File: config.mk
export PLATFORM = sky130hd
export DESIGN_NAME = hcr_lerp
export DESIGN_NICKNAME = d
export VERILOG_FILES = /design/src/hcr_pkg.sv /design/src/hcr_lerp.sv
export SDC_FILE = /design/constraint.sdc
export NUM_CORES = 2
export LEC_CHECK = 0
export CELL_PAD_IN_SITES_DETAIL_PLACEMENT = 0
export CELL_PAD_IN_SITES_GLOBAL_PLACEMENT = 1
export CORE_ASPECT_RATIO = 0.75
export CORE_MARGIN = 2
export CORE_UTILIZATION = 53
export CTS_CLUSTER_SIZE = 40
export DETAILED_ROUTE_END_ITERATION = 7
export DONT_BUFFER_PORTS = 1
export GPL_ROUTABILITY_DRIVEN = 0
export PLACE_DENSITY = 0.92
export SETUP_SLACK_MARGIN = 0.4
export SYNTH_ARGS = -nofsm -noshare
export SYNTH_HDL_FRONTEND = slang
export SYNTH_SLANG_ARGS = --single-unit
export TNS_END_PERCENT = 30
File: constraint.sdc
create_clock -name clk -period 9.97 [get_ports clk]
set_input_delay 1.994 -clock clk [delete_from_list [all_inputs] [get_ports clk]]
set_output_delay 1.994 -clock clk [all_outputs]
set_load 0.02 [all_outputs]
File: src/hcr_pkg.sv
// ----------------------------------------------------------------------------
// hcr_pkg: shared types and constants of the HSB colour ramp generator
// Fixed-point formats, register indexes, stage enables and the reciprocal
// table that turns the division by the ramp length into a multiplication.
// ----------------------------------------------------------------------------
package hcr_pkg;

	localparam int FRAC_BITS = 16;
	localparam int MAX_STEPS = 64;
	localparam int IDX_W     = 6;
	localparam int REG_W     = FRAC_BITS + 1;
	localparam int LEN_W     = 7;
	localparam int CFG_IDX_W = 3;
	localparam int COL_W     = 8;
	localparam int TAB_W     = $clog2(MAX_STEPS);

	// Interpolation arithmetic.
	localparam int DIFF_W      = REG_W + 1;
	localparam int PROD_W      = DIFF_W + IDX_W + 1;
	localparam int MAG_W       = REG_W + IDX_W;
	localparam int RECIP_SHIFT = MAG_W + TAB_W + 1;
	localparam int REC_W       = RECIP_SHIFT + 1;
	localparam int QPROD_W     = MAG_W + REC_W;
	localparam int VAL_W       = MAG_W + 2;

	// Colour conversion arithmetic.
	localparam int H6_W   = FRAC_BITS + 3;
	localparam int B255_W = FRAC_BITS + COL_W;
	localparam int SF_W   = 2 * REG_W;
	localparam int PQT_W  = B255_W + REG_W;

	localparam logic [REG_W-1:0]        ONE_U   = REG_W'(1 << FRAC_BITS);
	localparam logic signed [VAL_W-1:0] ONE_VAL = VAL_W'(1 << FRAC_BITS);

	// Register indexes of the configuration port.
	typedef enum logic [CFG_IDX_W-1:0] {
		REG_HUE_START    = 3'd0,
		REG_SAT_START    = 3'd1,
		REG_BRIGHT_START = 3'd2,
		REG_HUE_END      = 3'd3,
		REG_SAT_END      = 3'd4,
		REG_BRIGHT_END   = 3'd5,
		REG_RAMP_LENGTH  = 3'd6
	} hcr_reg_idx_t;

	// Stage load enables handed to the sub-blocks.
	typedef struct packed {
		logic s1;
		logic s2;
		logic s3;
	} hcr_lerp_en_t;

	typedef struct packed {
		logic s4;
		logic s5;
		logic s6;
	} hcr_conv_en_t;

	// Entry d-1 holds ceil(2^RECIP_SHIFT / d). For numerators below 2^MAG_W
	// a multiply and shift by RECIP_SHIFT then gives the exact floor quotient.
	localparam longint unsigned RN = (64'd1 << RECIP_SHIFT) - 64'd1;

	localparam logic [REC_W-1:0] RECIP_TABLE [MAX_STEPS] = '{
		REC_W'(RN / 1 + 1),  REC_W'(RN / 2 + 1),  REC_W'(RN / 3 + 1),  REC_W'(RN / 4 + 1),
		REC_W'(RN / 5 + 1),  REC_W'(RN / 6 + 1),  REC_W'(RN / 7 + 1),  REC_W'(RN / 8 + 1),
		REC_W'(RN / 9 + 1),  REC_W'(RN / 10 + 1), REC_W'(RN / 11 + 1), REC_W'(RN / 12 + 1),
		REC_W'(RN / 13 + 1), REC_W'(RN / 14 + 1), REC_W'(RN / 15 + 1), REC_W'(RN / 16 + 1),
		REC_W'(RN / 17 + 1), REC_W'(RN / 18 + 1), REC_W'(RN / 19 + 1), REC_W'(RN / 20 + 1),
		REC_W'(RN / 21 + 1), REC_W'(RN / 22 + 1), REC_W'(RN / 23 + 1), REC_W'(RN / 24 + 1),
		REC_W'(RN / 25 + 1), REC_W'(RN / 26 + 1), REC_W'(RN / 27 + 1), REC_W'(RN / 28 + 1),
		REC_W'(RN / 29 + 1), REC_W'(RN / 30 + 1), REC_W'(RN / 31 + 1), REC_W'(RN / 32 + 1),
		REC_W'(RN / 33 + 1), REC_W'(RN / 34 + 1), REC_W'(RN / 35 + 1), REC_W'(RN / 36 + 1),
		REC_W'(RN / 37 + 1), REC_W'(RN / 38 + 1), REC_W'(RN / 39 + 1), REC_W'(RN / 40 + 1),
		REC_W'(RN / 41 + 1), REC_W'(RN / 42 + 1), REC_W'(RN / 43 + 1), REC_W'(RN / 44 + 1),
		REC_W'(RN / 45 + 1), REC_W'(RN / 46 + 1), REC_W'(RN / 47 + 1), REC_W'(RN / 48 + 1),
		REC_W'(RN / 49 + 1), REC_W'(RN / 50 + 1), REC_W'(RN / 51 + 1), REC_W'(RN / 52 + 1),
		REC_W'(RN / 53 + 1), REC_W'(RN / 54 + 1), REC_W'(RN / 55 + 1), REC_W'(RN / 56 + 1),
		REC_W'(RN / 57 + 1), REC_W'(RN / 58 + 1), REC_W'(RN / 59 + 1), REC_W'(RN / 60 + 1),
		REC_W'(RN / 61 + 1), REC_W'(RN / 62 + 1), REC_W'(RN / 63 + 1), REC_W'(RN / 64 + 1)
	};

endpackage

File: src/hcr_lerp.sv
// ----------------------------------------------------------------------------
// hcr_lerp: three-stage linear interpolation of one HSB channel
// Computes start + trunc(index * (end - start) / length) with the division
// done as a multiplication by a tabulated reciprocal.
// ----------------------------------------------------------------------------
module hcr_lerp import hcr_pkg::*; (
	input  logic                    clk,
	input  hcr_lerp_en_t            en,
	input  logic [IDX_W-1:0]        idx,
	input  logic [REG_W-1:0]        val_start,
	input  logic [REG_W-1:0]        val_end,
	input  logic [REC_W-1:0]        recip,
	output logic signed [VAL_W-1:0] value
);

	logic signed [DIFF_W-1:0] diff;
	logic signed [PROD_W-1:0] prod;
	logic [PROD_W-1:0]        mag_full;
	logic [QPROD_W-1:0]       qprod;
	logic signed [VAL_W-1:0]  base;
	logic signed [VAL_W-1:0]  quot_ext;

	logic [MAG_W-1:0]        mag_s1;
	logic                    neg_s1;
	logic [MAG_W-1:0]        quot_s2;
	logic                    neg_s2;
	logic signed [VAL_W-1:0] value_s3;

	assign diff     = signed'({1'b0, val_end}) - signed'({1'b0, val_start});
	assign prod     = PROD_W'(diff) * PROD_W'(signed'({1'b0, idx}));
	assign mag_full = prod[PROD_W-1] ? PROD_W'(-prod) : prod;

	// Stage 1: signed product and its magnitude.
	always_ff @(posedge clk) begin
		if (en.s1) begin
			mag_s1 <= mag_full[MAG_W-1:0];
			neg_s1 <= prod[PROD_W-1];
		end
	end

	// Stage 2: magnitude divided by the length, truncated.
	assign qprod = QPROD_W'(mag_s1) * QPROD_W'(recip);

	always_ff @(posedge clk) begin
		if (en.s2) begin
			quot_s2 <= qprod[RECIP_SHIFT+MAG_W-1:RECIP_SHIFT];
			neg_s2  <= neg_s1;
		end
	end

	// Stage 3: apply the sign, which truncates toward zero, and add the start.
	assign base     = signed'(VAL_W'(val_start));
	assign quot_ext = signed'(VAL_W'(quot_s2));

	always_ff @(posedge clk) begin
		if (en.s3) begin
			value_s3 <= neg_s2 ? base - quot_ext : base + quot_ext;
		end
	end

	assign value = value_s3;

endmodule

## After elaboration in Yosys (flattened, before gate mapping)

Index checks and enable logic that the tools add are counted.

- Input port bits: 75
- Output and inout bits: 25
- Logic and storage cells: 13
- Flip-flop bits (word level): 73

- Multiply operators: 2
- Add/sub/neg operators: 4
- Mux-type cells: 2

Operators with widths:

| kind | number |
|---|---|
| 23-bit by 31-bit multiplier with 53-bit output | 1 |
| 18-bit by 7-bit multiplier with 25-bit output | 1 |
| 25-bit two-way mux | 1 |
| 17-bit by 23-bit adder with 24-bit output | 1 |
| 17-bit by 23-bit subtractor with 24-bit output | 1 |
| 23-bit two-way mux | 1 |
| 23-bit negation | 1 |
| 17-bit by 17-bit subtractor with 18-bit output | 1 |

## Longest topological paths before layout

- Depth after elaboration: 4
- Gate-level depth with buffers: 30

## Least setup slack after synthesis

OpenSTA, ideal clock, no wires.

- Kind: in2reg
- From: input port recip[27]
- To: register quot_s2[21], data pin
- Slack: 1.462 ns
- Setup time: 0.262 ns
- Buffers on the path: 1
- Data required time: 9.708 ns
- Stages on the path: 24
- Arrival time: 8.245 ns
- Cells stage by stage: clkbuf_1 -> nand2_1 -> fa_1 -> inv_1 -> fa_1 -> inv_1 -> fa_1 -> fa_1 -> inv_1 -> fa_1 -> inv_1 -> fa_1 -> fa_1 -> inv_1 -> ha_1 -> a211oi_1 -> nand2_1 -> a2111oi_0 -> o2bb2ai_1 -> a22oi_1 -> nand2_1 -> o41ai_1 -> o21bai_1 -> xor2_1

- Word-level cells in the longest chain between the ends: 1

RTL lines:

| element | RTL line | text |
|---|---|---|
| start: declaration | hcr_lerp.sv:12 | `input logic [REC_W-1:0] recip,` |
| 23-bit by 31-bit multiplier with 53-bit output | hcr_lerp.sv:42 | `assign qprod = QPROD_W'(mag_s1) * QPROD_W'(recip);` |
| net qprod[51] | hcr_lerp.sv:19 | `logic [QPROD_W-1:0] qprod;` |
| end signal: assignment | hcr_lerp.sv:46 | `quot_s2 <= qprod[RECIP_SHIFT+MAG_W-1:RECIP_SHIFT];` |
| end: declaration | hcr_lerp.sv:25 | `logic [MAG_W-1:0] quot_s2;` |

The timed path passes the listed nets, and every way through them passes these cells.
A chain may end at the register's enable or synchronous reset.

## Worst setup path after layout

- From: input port val_start[5]
- To: register mag_s1[7], data pin

- Word-level cells in the longest chain between the ends: 4

RTL lines:

| element | RTL line | text |
|---|---|---|
| start: declaration | hcr_lerp.sv:10 | `input logic [REG_W-1:0] val_start,` |
| 17-bit by 17-bit subtractor with 18-bit output (*) | hcr_lerp.sv:29 | `assign diff = signed'({1'b0, val_end}) - signed'({1'b0, val_start});` |
| 18-bit by 7-bit multiplier with 25-bit output (*) | hcr_lerp.sv:30 | `assign prod = PROD_W'(diff) * PROD_W'(signed'({1'b0, idx}));` |
| 23-bit negation | hcr_lerp.sv:31 | `assign mag_full = prod[PROD_W-1] ? PROD_W'(-prod) : prod;` |
| 23-bit two-way mux (*) | hcr_lerp.sv:31 |  |
| net mag_full[7] | hcr_lerp.sv:18 | `logic [PROD_W-1:0] mag_full;` |
| end signal: assignment | hcr_lerp.sv:36 | `mag_s1 <= mag_full[MAG_W-1:0];` |
| end: declaration | hcr_lerp.sv:23 | `logic [MAG_W-1:0] mag_s1;` |

Mark *: on every way through the listed nets, which the timed path passes. The rest lies on a longest branch.

==> results.yml <==
detailed_routing:
  first_pass_iters: 6
  avgRoutedWirePerCell_microns: 20.3
  vias: 23400
  post-route-drc-count: 0
  drt_wl_total_microns: 84700
  route.antenna.remaining_nets: 0
  detail_route.vias_per_cell: 5.60
  drt_iter0_markers: 1998
clock_network:
  cts_made_buffers: 9
  clkTransAtPathRegs_ns: 0.06
  cts.path.max_buffers: 2
  clock-sinks: 73
  clock_latency_ns: 0.37
  cts-root-buf: "clkbuf_16"
  cts_tree: "built"
  h-tree-depth: 3
setup_path:
  cp.required_ns: 10.08
  arrival_ns: 9.17
  start_kind: "input port"
  cp_max_fo: 12
  path_class: "input port to flip-flop"
  worstSetupEndpointType: "flip-flop"
cells_and_area:
  final_cell_area_sq_mm: 0.0321
  layout_commonest_cell: "inv_1"
  layout_common_cells: "inv_1, fa_1, nand2_1"
  drive_gt1_share_pct: 2.00
  fill_cells: 5182
  fin_nets: 4426
  stdcell_count: 4181
  area_growth_pct: 3.21
synthesis:
  synth_top_family_by_area: "adder cells"
  synth_compound_area_share_pct: 6.58
  synth_area_leaders: "fa_1, ha_1, inv_1"
  syn_area_sq_mm: 0.0311
  syn_avg_cell_area_sq_um: 8.85
  yosysWarnings: 0
  ys.flop_type: "edfxtp_1"
  synth_edf_count: 73
  synthXorXnorAreaFrac_pct: 2.79
  syn-instance-count: 3513
  seq_area_frac_synth_pct: 7.05
  synthAdderAreaFrac_pct: 54.9
  async_flop_share_pct: 0
  ys_ff_latch: 73
  synthSimpleGateAreaFrac_pct: 17.0
  yosys.area.top_type: "fa_1"
  syn-num-nets: 4544
  synth_cell_types: 78
  synth_mux_area_share_pct: 0.0966
  yosys.area.top_type_share_pct: 43.9
status:
  status: "finished clean"
grt:
  grtUsageTotal_pct: 29.1
  grt_pass1_vias: 24500
  antenna_found_initial: 2
  grt_pass1_wl_microns: 136000
  grt_max_degree: 32
  grt-ovfl-total: 0
floorplan:
  num_rows: 76
  die_area_sq_mm: 0.0607
  die_height_microns: 214
  die_width_microns: 284
  start_util_pct: 53.9
  core_area_sq_mm: 0.0577
  io_pins: 100
placement:
  place_hpwl_microns: 64700
  placedCellCount: 4162
  place_area_sq_mm: 0.0317
  place_ws_ns: 0.259
  port-buffer-count: 0
sta:
  final-setup-viol-count: 0
  hold_viol_final: 0
  max_freq_ghz: 0.110
  fin_skew_ns: 0.0142
  period_needed_ns: 9.06
  fin_crit_sh_pct: 90.9
  finalSetupTns_ns: 0
  relSlewSlack_pct: 4.12
  slew_viol_final: 0
  worst_slew_pin_slew_ns: 1.43
  layout_setup_ws_ns: 0.911
  rsz0062_at_grt: "false"
hold_path:
  min_path_type: "flip-flop to flip-flop"
job:
  cap_violations: 0
## state kept, by name, summed over array words and instances, names as in the netlist
signal and flops:
quot_s2 23, value 25, neg_s2 1, mag_s1 23
neg_s1 1
## worst max-delay path: stages
cell	delay, ns
inv_1	0.02
ha_1	0.26
or4_1	0.56
o211ai_1	0.39
and2_1	0.22
nand2_1	0.08
a21o_1	0.19
a211oi_1	0.27
nor2_1	0.15
and2_1	0.20
fa_1	0.52
fa_1	0.47
fa_1	0.51
inv_1	0.05
fa_1	0.47
inv_1	0.04
ha_1	0.45
nand2_1	0.16
o311ai_1	0.45
or3_1	0.17
a21oi_1	0.06
o21ai_0	0.42
a41oi_4	0.31
xnor2_4	0.45
nor2b_1	0.22
xnor2_1	0.08
## kinds of logic (layout without fill, tap and decap cells)
kind of cell,count (synthesis),count (layout)
multiplexers,3,3
buffers and inverters,955,841
AO/OA/AOI/OAI,309,309
flip-flops,73,73
other,0,1
XOR/XNOR,99,100
AND/OR/NAND/NOR,1118,1118
adder cells (fa/ha/maj),956,956
## cell usage after synthesis (24+ instances only)
library cell  number
a21o_1            32
a21oi_1           88
and2_1           274
clkbuf_1         151
edfxtp_1          73
fa_1             682
ha_1             274
inv_1            799
nand2_1          609
nand3_1           33
nor2_1            66
nor3_1            33
o21ai_0           60
xnor2_1           75
xor2_1            24
## metal layers
metal  track usage [%]  wire length [microns]
met1              42.4                  37200
met3              9.71                  10600
met5                 0                     15
met2              42.2                  35100
met4              6.22                   1810
## metrics by stage
step                      hold slack (ns)  utilization [%]
after global placement              0.418             54.9
after detailed placement            0.415             54.9
after CTS                           0.428             55.5
after global routing                0.452             55.6
after floorplan                     0.400                -
final                               0.427             55.6
## layout make-up
| cell class | count | area [sq um] | area share (%) |
|---|---|---|---|
| antenna | 1 | 2.50 | 0.00780 |
| clock buffer | 10 | 229 | 0.713 |
| clock inverter | 6 | 115 | 0.359 |
| inverter | 799 | 3000 | 9.34 |
| multi-input combinational | 2486 | 25400 | 79.1 |
| sequential | 73 | 2190 | 6.83 |
| tap | 780 | 976 | 3.04 |
| timing repair buffer | 26 | 208 | 0.647 |
## worst paths after layout
path                             from                     to  slack [ns]  cells past startpoint
setup / recovery         val_start[5]    mag_s1[7]$_DFFE_PP_        0.91                     26
hold / removal       neg_s1$_DFFE_PP_       neg_s2$_DFFE_PP_        0.43                      0
setup reg to reg  mag_s1[8]$_DFFE_PP_  quot_s2[21]$_DFFE_PP_        1.55                     24
hold reg to reg      neg_s1$_DFFE_PP_       neg_s2$_DFFE_PP_        0.43                      0
## timing repair
item	4_1_cts	5_1_grt
hold buffers	0	0
endpoints found under the setup margin	0	23
resized for setup	0	5
buffers inserted	0	1
Power is left out: the tool's default activity adds up to more than one toggle a clock period on the data nets, which glitch-free logic cannot reach.
