--- config.mk ---
export PLATFORM = sky130hd
export DESIGN_NAME = hcr_hsv2rgb
export DESIGN_NICKNAME = d
export VERILOG_FILES = /design/src/hcr_pkg.sv /design/src/hcr_hsv2rgb.sv
export SDC_FILE = /design/constraint.sdc
export NUM_CORES = 2
export LEC_CHECK = 0
export ABC_CLOCK_PERIOD_IN_PS = 8900
export BUFFER_PORTS_ARGS = -buffer_cell sky130_fd_sc_hd__clkbuf_2
export CAP_MARGIN = 10
export CELL_PAD_IN_SITES_DETAIL_PLACEMENT = 0
export CELL_PAD_IN_SITES_GLOBAL_PLACEMENT = 1
export CORE_MARGIN = 10
export CORE_UTILIZATION = 53
export DETAILED_ROUTE_END_ITERATION = 12
export PLACE_DENSITY_LB_ADDON = 0.15
export RECOVER_POWER = 100
export SLEW_MARGIN = 30
export SYNTH_ARGS = -nofsm -noshare
export SYNTH_HDL_FRONTEND = slang
export SYNTH_SLANG_ARGS = --single-unit
--- constraint.sdc ---
create_clock -name clk -period 8.9 [get_ports clk]
set_clock_uncertainty 0.05 [all_clocks]
set_input_delay 0.89 -clock clk [delete_from_list [all_inputs] [get_ports clk]]
set_output_delay 0.89 -clock clk [all_outputs]
set_load 0.01 [all_outputs]
--- src/hcr_pkg.sv ---
// ----------------------------------------------------------------------------
// hcr_pkg: shared types and constants of the HSB colour ramp generator
// Fixed-point formats, register indexes, stage enables and the reciprocal
// table that turns the division by the ramp length into a multiplication.
// ----------------------------------------------------------------------------
package hcr_pkg;

	localparam int FRAC_BITS = 16;
	localparam int MAX_STEPS = 64;
	localparam int IDX_W     = 6;
	localparam int REG_W     = FRAC_BITS + 1;
	localparam int LEN_W     = 7;
	localparam int CFG_IDX_W = 3;
	localparam int COL_W     = 8;
	localparam int TAB_W     = $clog2(MAX_STEPS);

	// Interpolation arithmetic.
	localparam int DIFF_W      = REG_W + 1;
	localparam int PROD_W      = DIFF_W + IDX_W + 1;
	localparam int MAG_W       = REG_W + IDX_W;
	localparam int RECIP_SHIFT = MAG_W + TAB_W + 1;
	localparam int REC_W       = RECIP_SHIFT + 1;
	localparam int QPROD_W     = MAG_W + REC_W;
	localparam int VAL_W       = MAG_W + 2;

	// Colour conversion arithmetic.
	localparam int H6_W   = FRAC_BITS + 3;
	localparam int B255_W = FRAC_BITS + COL_W;
	localparam int SF_W   = 2 * REG_W;
	localparam int PQT_W  = B255_W + REG_W;

	localparam logic [REG_W-1:0]        ONE_U   = REG_W'(1 << FRAC_BITS);
	localparam logic signed [VAL_W-1:0] ONE_VAL = VAL_W'(1 << FRAC_BITS);

	// Register indexes of the configuration port.
	typedef enum logic [CFG_IDX_W-1:0] {
		REG_HUE_START    = 3'd0,
		REG_SAT_START    = 3'd1,
		REG_BRIGHT_START = 3'd2,
		REG_HUE_END      = 3'd3,
		REG_SAT_END      = 3'd4,
		REG_BRIGHT_END   = 3'd5,
		REG_RAMP_LENGTH  = 3'd6
	} hcr_reg_idx_t;

	// Stage load enables handed to the sub-blocks.
	typedef struct packed {
		logic s1;
		logic s2;
		logic s3;
	} hcr_lerp_en_t;

	typedef struct packed {
		logic s4;
		logic s5;
		logic s6;
	} hcr_conv_en_t;

	// Entry d-1 holds ceil(2^RECIP_SHIFT / d). For numerators below 2^MAG_W
	// a multiply and shift by RECIP_SHIFT then gives the exact floor quotient.
	localparam longint unsigned RN = (64'd1 << RECIP_SHIFT) - 64'd1;

	localparam logic [REC_W-1:0] RECIP_TABLE [MAX_STEPS] = '{
		REC_W'(RN / 1 + 1),  REC_W'(RN / 2 + 1),  REC_W'(RN / 3 + 1),  REC_W'(RN / 4 + 1),
		REC_W'(RN / 5 + 1),  REC_W'(RN / 6 + 1),  REC_W'(RN / 7 + 1),  REC_W'(RN / 8 + 1),
		REC_W'(RN / 9 + 1),  REC_W'(RN / 10 + 1), REC_W'(RN / 11 + 1), REC_W'(RN / 12 + 1),
		REC_W'(RN / 13 + 1), REC_W'(RN / 14 + 1), REC_W'(RN / 15 + 1), REC_W'(RN / 16 + 1),
		REC_W'(RN / 17 + 1), REC_W'(RN / 18 + 1), REC_W'(RN / 19 + 1), REC_W'(RN / 20 + 1),
		REC_W'(RN / 21 + 1), REC_W'(RN / 22 + 1), REC_W'(RN / 23 + 1), REC_W'(RN / 24 + 1),
		REC_W'(RN / 25 + 1), REC_W'(RN / 26 + 1), REC_W'(RN / 27 + 1), REC_W'(RN / 28 + 1),
		REC_W'(RN / 29 + 1), REC_W'(RN / 30 + 1), REC_W'(RN / 31 + 1), REC_W'(RN / 32 + 1),
		REC_W'(RN / 33 + 1), REC_W'(RN / 34 + 1), REC_W'(RN / 35 + 1), REC_W'(RN / 36 + 1),
		REC_W'(RN / 37 + 1), REC_W'(RN / 38 + 1), REC_W'(RN / 39 + 1), REC_W'(RN / 40 + 1),
		REC_W'(RN / 41 + 1), REC_W'(RN / 42 + 1), REC_W'(RN / 43 + 1), REC_W'(RN / 44 + 1),
		REC_W'(RN / 45 + 1), REC_W'(RN / 46 + 1), REC_W'(RN / 47 + 1), REC_W'(RN / 48 + 1),
		REC_W'(RN / 49 + 1), REC_W'(RN / 50 + 1), REC_W'(RN / 51 + 1), REC_W'(RN / 52 + 1),
		REC_W'(RN / 53 + 1), REC_W'(RN / 54 + 1), REC_W'(RN / 55 + 1), REC_W'(RN / 56 + 1),
		REC_W'(RN / 57 + 1), REC_W'(RN / 58 + 1), REC_W'(RN / 59 + 1), REC_W'(RN / 60 + 1),
		REC_W'(RN / 61 + 1), REC_W'(RN / 62 + 1), REC_W'(RN / 63 + 1), REC_W'(RN / 64 + 1)
	};

endpackage

--- src/hcr_hsv2rgb.sv ---
// ----------------------------------------------------------------------------
// hcr_hsv2rgb: three-stage HSB to 8-bit RGB conversion
// Wraps hue, clamps saturation and brightness, and forms bb, p, q and t.
// ----------------------------------------------------------------------------
module hcr_hsv2rgb import hcr_pkg::*; (
	input  logic                    clk,
	input  hcr_conv_en_t            en,
	input  logic signed [VAL_W-1:0] hue_v,
	input  logic signed [VAL_W-1:0] sat_v,
	input  logic signed [VAL_W-1:0] bright_v,
	output logic [COL_W-1:0]        red,
	output logic [COL_W-1:0]        green,
	output logic [COL_W-1:0]        blue
);

	localparam logic [2:0] SEC_RED     = 3'd0;
	localparam logic [2:0] SEC_YELLOW  = 3'd1;
	localparam logic [2:0] SEC_GREEN   = 3'd2;
	localparam logic [2:0] SEC_CYAN    = 3'd3;
	localparam logic [2:0] SEC_BLUE    = 3'd4;
	localparam logic [2:0] SEC_MAGENTA = 3'd5;

	logic [FRAC_BITS-1:0] hue;
	logic [H6_W-1:0]      h6;
	logic [REG_W-1:0]     sat_c;
	logic [REG_W-1:0]     bright_c;
	logic [B255_W:0]      b255_full;
	logic [SF_W-1:0]      sf_prod;
	logic [SF_W-1:0]      sf1_prod;
	logic [PQT_W-1:0]     p_prod;
	logic [PQT_W-1:0]     q_prod;
	logic [PQT_W-1:0]     t_prod;
	logic [COL_W-1:0]     q_val;
	logic [COL_W-1:0]     t_val;

	logic [2:0]           sector_s4;
	logic [FRAC_BITS-1:0] f_s4;
	logic [REG_W-1:0]     sat_s4;
	logic [B255_W-1:0]    b255_s4;

	logic [2:0]           sector_s5;
	logic [B255_W-1:0]    b255_s5;
	logic [REG_W-1:0]     sf_s5;
	logic [REG_W-1:0]     sf1_s5;
	logic [COL_W-1:0]     p_s5;
	logic [COL_W-1:0]     bb_s5;

	logic [COL_W-1:0]     red_s6;
	logic [COL_W-1:0]     green_s6;
	logic [COL_W-1:0]     blue_s6;

	// Stage 4: hue fraction times six, clamping, brightness times 255.
	assign hue = hue_v[FRAC_BITS-1:0];
	assign h6  = (H6_W'(hue) << 2) + (H6_W'(hue) << 1);

	always_comb begin
		if (sat_v < 0) begin
			sat_c = '0;
		end else if (sat_v > ONE_VAL) begin
			sat_c = ONE_U;
		end else begin
			sat_c = sat_v[REG_W-1:0];
		end
		if (bright_v < 0) begin
			bright_c = '0;
		end else if (bright_v > ONE_VAL) begin
			bright_c = ONE_U;
		end else begin
			bright_c = bright_v[REG_W-1:0];
		end
	end

	assign b255_full = ((B255_W + 1)'(bright_c) << COL_W) - (B255_W + 1)'(bright_c);

	always_ff @(posedge clk) begin
		if (en.s4) begin
			sector_s4 <= h6[H6_W-1:FRAC_BITS];
			f_s4      <= h6[FRAC_BITS-1:0];
			sat_s4    <= sat_c;
			b255_s4   <= b255_full[B255_W-1:0];
		end
	end

	// Stage 5: scaled fractions and p.
	assign sf_prod  = SF_W'(sat_s4) * SF_W'(f_s4);
	assign sf1_prod = SF_W'(sat_s4) * SF_W'(ONE_U - REG_W'(f_s4));
	assign p_prod   = PQT_W'(b255_s4) * PQT_W'(ONE_U - sat_s4);

	always_ff @(posedge clk) begin
		if (en.s5) begin
			sector_s5 <= sector_s4;
			b255_s5   <= b255_s4;
			sf_s5     <= sf_prod[FRAC_BITS+REG_W-1:FRAC_BITS];
			sf1_s5    <= sf1_prod[FRAC_BITS+REG_W-1:FRAC_BITS];
			p_s5      <= p_prod[2*FRAC_BITS+COL_W-1:2*FRAC_BITS];
			bb_s5     <= b255_s4[B255_W-1:FRAC_BITS];
		end
	end

	// Stage 6: q and t, then the sector picks the channel order.
	assign q_prod = PQT_W'(b255_s5) * PQT_W'(ONE_U - sf_s5);
	assign t_prod = PQT_W'(b255_s5) * PQT_W'(ONE_U - sf1_s5);
	assign q_val  = q_prod[2*FRAC_BITS+COL_W-1:2*FRAC_BITS];
	assign t_val  = t_prod[2*FRAC_BITS+COL_W-1:2*FRAC_BITS];

	always_ff @(posedge clk) begin
		if (en.s6) begin
			case (sector_s5)
				SEC_RED: begin
					red_s6 <= bb_s5; green_s6 <= t_val; blue_s6 <= p_s5;
				end
				SEC_YELLOW: begin
					red_s6 <= q_val; green_s6 <= bb_s5; blue_s6 <= p_s5;
				end
				SEC_GREEN: begin
					red_s6 <= p_s5; green_s6 <= bb_s5; blue_s6 <= t_val;
				end
				SEC_CYAN: begin
					red_s6 <= p_s5; green_s6 <= q_val; blue_s6 <= bb_s5;
				end
				SEC_BLUE: begin
					red_s6 <= t_val; green_s6 <= p_s5; blue_s6 <= bb_s5;
				end
				SEC_MAGENTA: begin
					red_s6 <= bb_s5; green_s6 <= p_s5; blue_s6 <= q_val;
				end
				default: begin
					red_s6 <= bb_s5; green_s6 <= p_s5; blue_s6 <= q_val;
				end
			endcase
		end
	end

	assign red   = red_s6;
	assign green = green_s6;
	assign blue  = blue_s6;

endmodule
# After elaboration in Yosys (flattened, before gate mapping)

Index checks and enable logic that the tools add are counted.

Flip-flop bits (word level): 161
Word-level logic and storage cells: 45
Output and inout port bits: 24
Bits of input ports: 79

Add/subtract/negate cells: 6
Reductions and logical operators: 6
Order comparisons: 4
Eq/ne operators: 4
Multipliers: 5
Muxes and demuxes: 6

Operators with widths:

| cell                                                  | number |
|---|---|
| multiplier 25 x 18 -> 40 bit                          | 3 |
| one-hot mux 8 bit (3 select lines)                    | 3 |
| subtractor 17 x 17 -> 18 bit (first input constant)   | 3 |
| two-way mux 17 bit                                    | 3 |
| > comparator 25 x 18 -> 1 bit (second input constant) | 2 |
| < comparator 25 x 1 -> 1 bit (second input constant)  | 2 |
| multiplier 17 x 16 -> 33 bit                          | 1 |
| multiplier 18 x 18 -> 33 bit                          | 1 |
| subtractor 24 x 17 -> 24 bit                          | 1 |
| adder 18 x 17 -> 19 bit                               | 1 |
| subtractor 17 x 16 -> 18 bit (first input constant)   | 1 |
| OR reduction 2 bit                                    | 5 |
| == test 3 x 2 -> 1 bit (second input constant)        | 2 |
| == test 3 x 1 -> 1 bit (second input constant)        | 1 |
| == test 3 bit (second input constant)                 | 1 |
| logical NOT 3 bit                                     | 1 |

# Longest topological paths before layout

Word-level depth: 4
Gate-level depth with buffers: 32
Mapped depth without buffers: 29

# Least setup slack after synthesis

Ideal clock, no wire load.

Path type: register to register
From: register f_s4[2]
To: register sf1_s5[16] (data pin)
Clock period less this slack: 8135 ps
Arrival time: 7818 ps
Stages on the path, launching flop included: 29
Library setup time: 268 ps
Buffers on the path: 1
Required time: 8582 ps
Setup slack: 765 ps
Cells stage by stage: edfxtp_1 or3_1 nor3_1 nor3b_1 inv_1 or3_1 xor2_1 clkbuf_1 nand2_1 fa_1 inv_1 fa_1 inv_1 fa_1 inv_1 fa_1 inv_1 fa_1 inv_1 fa_1 ha_1 o2111a_1 a21o_1 a2111oi_0 a21oi_1 a31oi_1 o21ai_0 o41ai_1 xnor2_1

Cells in the longest elaborated chain, start to end: 2

RTL lines:

| element                      | line              | RTL |
|---|---|---|
| start, declared              | hcr_hsv2rgb.sv:37 | `logic [FRAC_BITS-1:0] f_s4;` |
| start signal, assigned       | hcr_hsv2rgb.sv:78 | `f_s4 <= h6[FRAC_BITS-1:0];` |
| subtractor 17 x 16 -> 18 bit | hcr_hsv2rgb.sv:86 | `assign sf1_prod = SF_W'(sat_s4) * SF_W'(ONE_U - REG_W'(f_s4));` |
| multiplier 18 x 18 -> 33 bit | hcr_hsv2rgb.sv:86 |  |
| via sf1_prod[32]             | hcr_hsv2rgb.sv:29 | `logic [SF_W-1:0] sf1_prod;` |
| end signal, assigned         | hcr_hsv2rgb.sv:94 | `sf1_s5 <= sf1_prod[FRAC_BITS+REG_W-1:FRAC_BITS];` |
| end, declared                | hcr_hsv2rgb.sv:44 | `logic [REG_W-1:0] sf1_s5;` |

The timed path passes the listed nets, and every way through them passes these cells.
A chain may end at the register's enable or synchronous reset.

# Final worst setup path

From: register sf1_s5[0]
To: register red_s6[6], in the netlist red[6] (data pin)

Cells in the longest elaborated chain, start to end: 3

RTL lines:

| element                            | line               | RTL |
|---|---|---|
| subtractor 17 x 17 -> 18 bit       | hcr_hsv2rgb.sv:102 | `assign t_prod = PQT_W'(b255_s5) * PQT_W'(ONE_U - sf1_s5);` |
| multiplier 25 x 18 -> 40 bit       | hcr_hsv2rgb.sv:102 |  |
| one-hot mux 8 bit (3 select lines) | hcr_hsv2rgb.sv:108 | `case (sector_s5)` |
| end signal, assigned               | hcr_hsv2rgb.sv:110 | `red_s6 <= bb_s5; green_s6 <= t_val; blue_s6 <= p_s5;` |
| end signal, assigned               | hcr_hsv2rgb.sv:113 | `red_s6 <= q_val; green_s6 <= bb_s5; blue_s6 <= p_s5;` |
| end signal, assigned               | hcr_hsv2rgb.sv:116 | `red_s6 <= p_s5; green_s6 <= bb_s5; blue_s6 <= t_val;` |
| end, declared                      | hcr_hsv2rgb.sv:48  | `logic [COL_W-1:0] red_s6;` |

Every way passes these cells.

==> metrics <==
min Tclk post-route 8510 ps; final period utilization between 90% and 100%; Critical Path End Type flop; slowest stage cell, crit path fa_1; Distinct cells, synth 87; yosys warns 0; Initial Utilization 53.3%; DR vias approximately 46k; Die Height 367 µm; Num Clock Sinks between 150 and 200; RSZ-0062 raised after global routing true; worst skew pair latency 490 ps; Die ar. between 100,000 and 150,000 µm²; count of antenna-violating nets left after detailed routing 0; ys async rst share 0%; Post-Route WL about 160,000 µm; DR iter-0 viols approximately 2.6k; failing checks max-capacitance violations, max-slew violations; detailed placement HPWL 127,000 µm; GPL Wtd Cong between 0.9 and 1; vias per cell 5.30; CP Class flop to flop; global route overflow 0; Remaining DRCs 0; largest net degree at the start of global routing 62; clock root buffer clkbuf_16; maximum operating frequency approximately 0.12 GHz; worst path arrival time about 8800 ps; syn avg cell area 9.02 µm²; Clock Tree Buf Depth 2; Mapped Nets between 9k and 10k; Layout Nets approximately 9.2k; IO Pins between 100 and 150; first-pass GRT wire length around 270,000 µm; #FFs+latches synth about 150; Cells after Synth 7,095; H-tree levels 4; CTS clock-pin slew for the worst setup and hold paths about 80 ps; Core Box Area ~120,000 µm²; CP most frequent cell fa_1; input/output buffers between 90 and 100; TritonCTS buffer count 17; Slew Viols, Final between 100 and 150; Post-CTS Hold Buffers 0; antenna violations before repair 3; row count around 130; status finished, violations left; Initial DRT Pass Iterations 9; Final Hold Fails 0; ratio of cells with drive above 1 in the final layout between 5 and 6%; post-synthesis instance area 64,000 µm²; Worst Hold Class flop to flop; Setup Total Neg Slack 0 ps; Max FO, Critical Path 14; critical path required time approximately 9000 ps; max-capacitance violation count 3; Total GRT Usage between 20 and 25%; Die W 367 µm; vias in the first global route around 50k; Post-synth top flop edfxtp_1; Worst-Margin Slew approximately 3200 ps; final setup vio count 0; Routed WL per cell roughly 19 µm; sequential area share after synthesis 7.13%; Worst path max stage delay about 540 ps; Syn-to-layout area delta 5.52%; number of synthesized flops with an enable pin 152; max_slew headroom -116%; crit path launch type flop; TritonCTS clock tree yes
-- path summary, 6_finish.rpt --
path,startpoint,to,slack (ps),cells past startpoint
worst max-delay path,sf1_s5[0],red[6],390,32
worst min-delay path,sector_s4[0],sector_s5[0],570,0
worst max register to register,sf1_s5[0],red[6],390,32
worst min register to register,sector_s4[0],sector_s5[0],570,0
-- final cells by class --
type / count / area [µm²]
inverters: 1708 / 6410
well taps: 1612 / 2020
clock inverters: 15 / 173
multi-input cells: 4865 / 52000
repair buffers: 276 / 1890
diodes: 1 / 2.50
flip-flops and latches: 152 / 4560
clock buffers: 17 / 425
fillers: 11100 / 52500
-- logic make-up (layout without fill, tap and decap cells) --
family	after synthesis	after routing	share of synthesized area, %
AND/OR/NAND/NOR	2238	2238	16.5
adder cells (fa/ha/maj)	2079	2079	57.7
buffers and inverters	2078	2016	12.2
AO/OA/AOI/OAI	378	378	4.06
XOR/XNOR	156	156	2.19
flip-flops	152	152	7.13
multiplexers	14	14	0.219
other	0	1	0
-- layer usage --
| layer | GRT usage (%) | wire, µm | up-vias |
|---|---|---|---|
| met1 | 33.5 | 69900 | 23500 |
| met2 | 40.8 | 75500 | 1319 |
| li1 | - | - | 20800 |
| met5 | 0 | 0 | - |
| met3 | 4.71 | 12000 | 195 |
| met4 | 5.60 | 3470 | 0 |
-- timing repair --
action | CTS | global route
buffers inserted | 0 | 0
setup endpoints to repair | 0 | 14
gates resized for setup | 0 | 5
-- sequential cells by signal, indices dropped and copies added (netlist names) --
| register | cells |
|---|---|
| f_s4 | 15 |
| b255_s5 | 24 |
| sector_s4 | 3 |
| blue | 8 |
| sat_s4 | 17 |
| b255_s4 | 24 |
| red | 8 |
| sf1_s5 | 17 |
| p_s5 | 8 |
| green | 8 |
| sf_s5 | 17 |
| sector_s5 | 3 |
-- Yosys cell counts, types with 9 or more instances --
cell type | number | share of area, %
a2111oi_0 | 9 | 0.12
buf_1 | 34 | 0.20
a21o_1 | 53 | 0.62
nand2_1 | 1270 | 7.5
inv_1 | 1705 | 10
edfxtp_1 | 152 | 7.1
nor4_1 | 22 | 0.22
and2_1 | 579 | 5.7
a31oi_1 | 12 | 0.12
nand4_1 | 19 | 0.19
xor2_1 | 59 | 0.81
fa_1 | 1454 | 45
a21oi_1 | 89 | 0.70
mux2i_1 | 14 | 0.22
nand2b_1 | 33 | 0.32
o31ai_1 | 14 | 0.16
xnor2_1 | 94 | 1.3
nand3_1 | 31 | 0.24
a211oi_1 | 15 | 0.18
o211ai_1 | 16 | 0.19
and3_1 | 31 | 0.30
nor3_1 | 43 | 0.34
nor2_1 | 124 | 0.73
or2_2 | 24 | 0.23
o21a_1 | 16 | 0.19
o21ai_0 | 55 | 0.43
clkbuf_1 | 335 | 2.0
ha_1 | 625 | 12
-- layout by cell type, fill, tap and decap left out, drive strengths merged, types with 8 or more instances in the layout --
master / netlist / layout
o211ai: 16 / 16
nand4: 19 / 19
edfxtp: 152 / 152
a21o: 53 / 53
clkbuf: 335 / 128
nor2b: 8 / 8
a2111oi: 9 / 9
a31oi: 12 / 12
nor4: 25 / 25
o21a: 16 / 16
o21ai: 57 / 57
inv: 1707 / 1715
and2: 580 / 580
mux2i: 14 / 14
nor3: 44 / 44
nand2b: 33 / 33
nor2: 125 / 125
a211oi: 16 / 16
ha: 625 / 625
and3: 31 / 31
xor2: 59 / 59
a21oi: 89 / 89
nand2: 1271 / 1271
or2: 24 / 24
o31ai: 14 / 14
xnor2: 95 / 95
or3: 9 / 9
buf: 35 / 165
o21bai: 8 / 8
nand3: 31 / 31
fa: 1454 / 1454
-- through the flow --
stage	std cells	area (µm²)	hold slack (ps)	worst slack, ps	utilization, %
4_1_cts	8640	67500	545	144	56.3
3_5_place_dp	8608	66900	547	177	55.8
2_1_floorplan	7095	64000	350	765	-
5_1_grt	8646	67500	592	-64.6	56.3
3_3_place_gp	8607	66900	527	212	55.7
6_report	8646	67500	567	390	56.3
-- worst max-delay path, delay by kind of cell, from the launching register on --
family | cells | cell delay, ps
and+or+nand+nor | 8 | 1660
DFF | 1 | 430
buffers and inverters | 10 | 1320
xor gates and xnor gates | 2 | 520
AOI/OAI and AO/OA | 4 | 1050
adders and majority gates | 8 | 3370
Power is not shown: default switching activity piles up to over one toggle a cycle in this logic, so the estimate is an artifact.
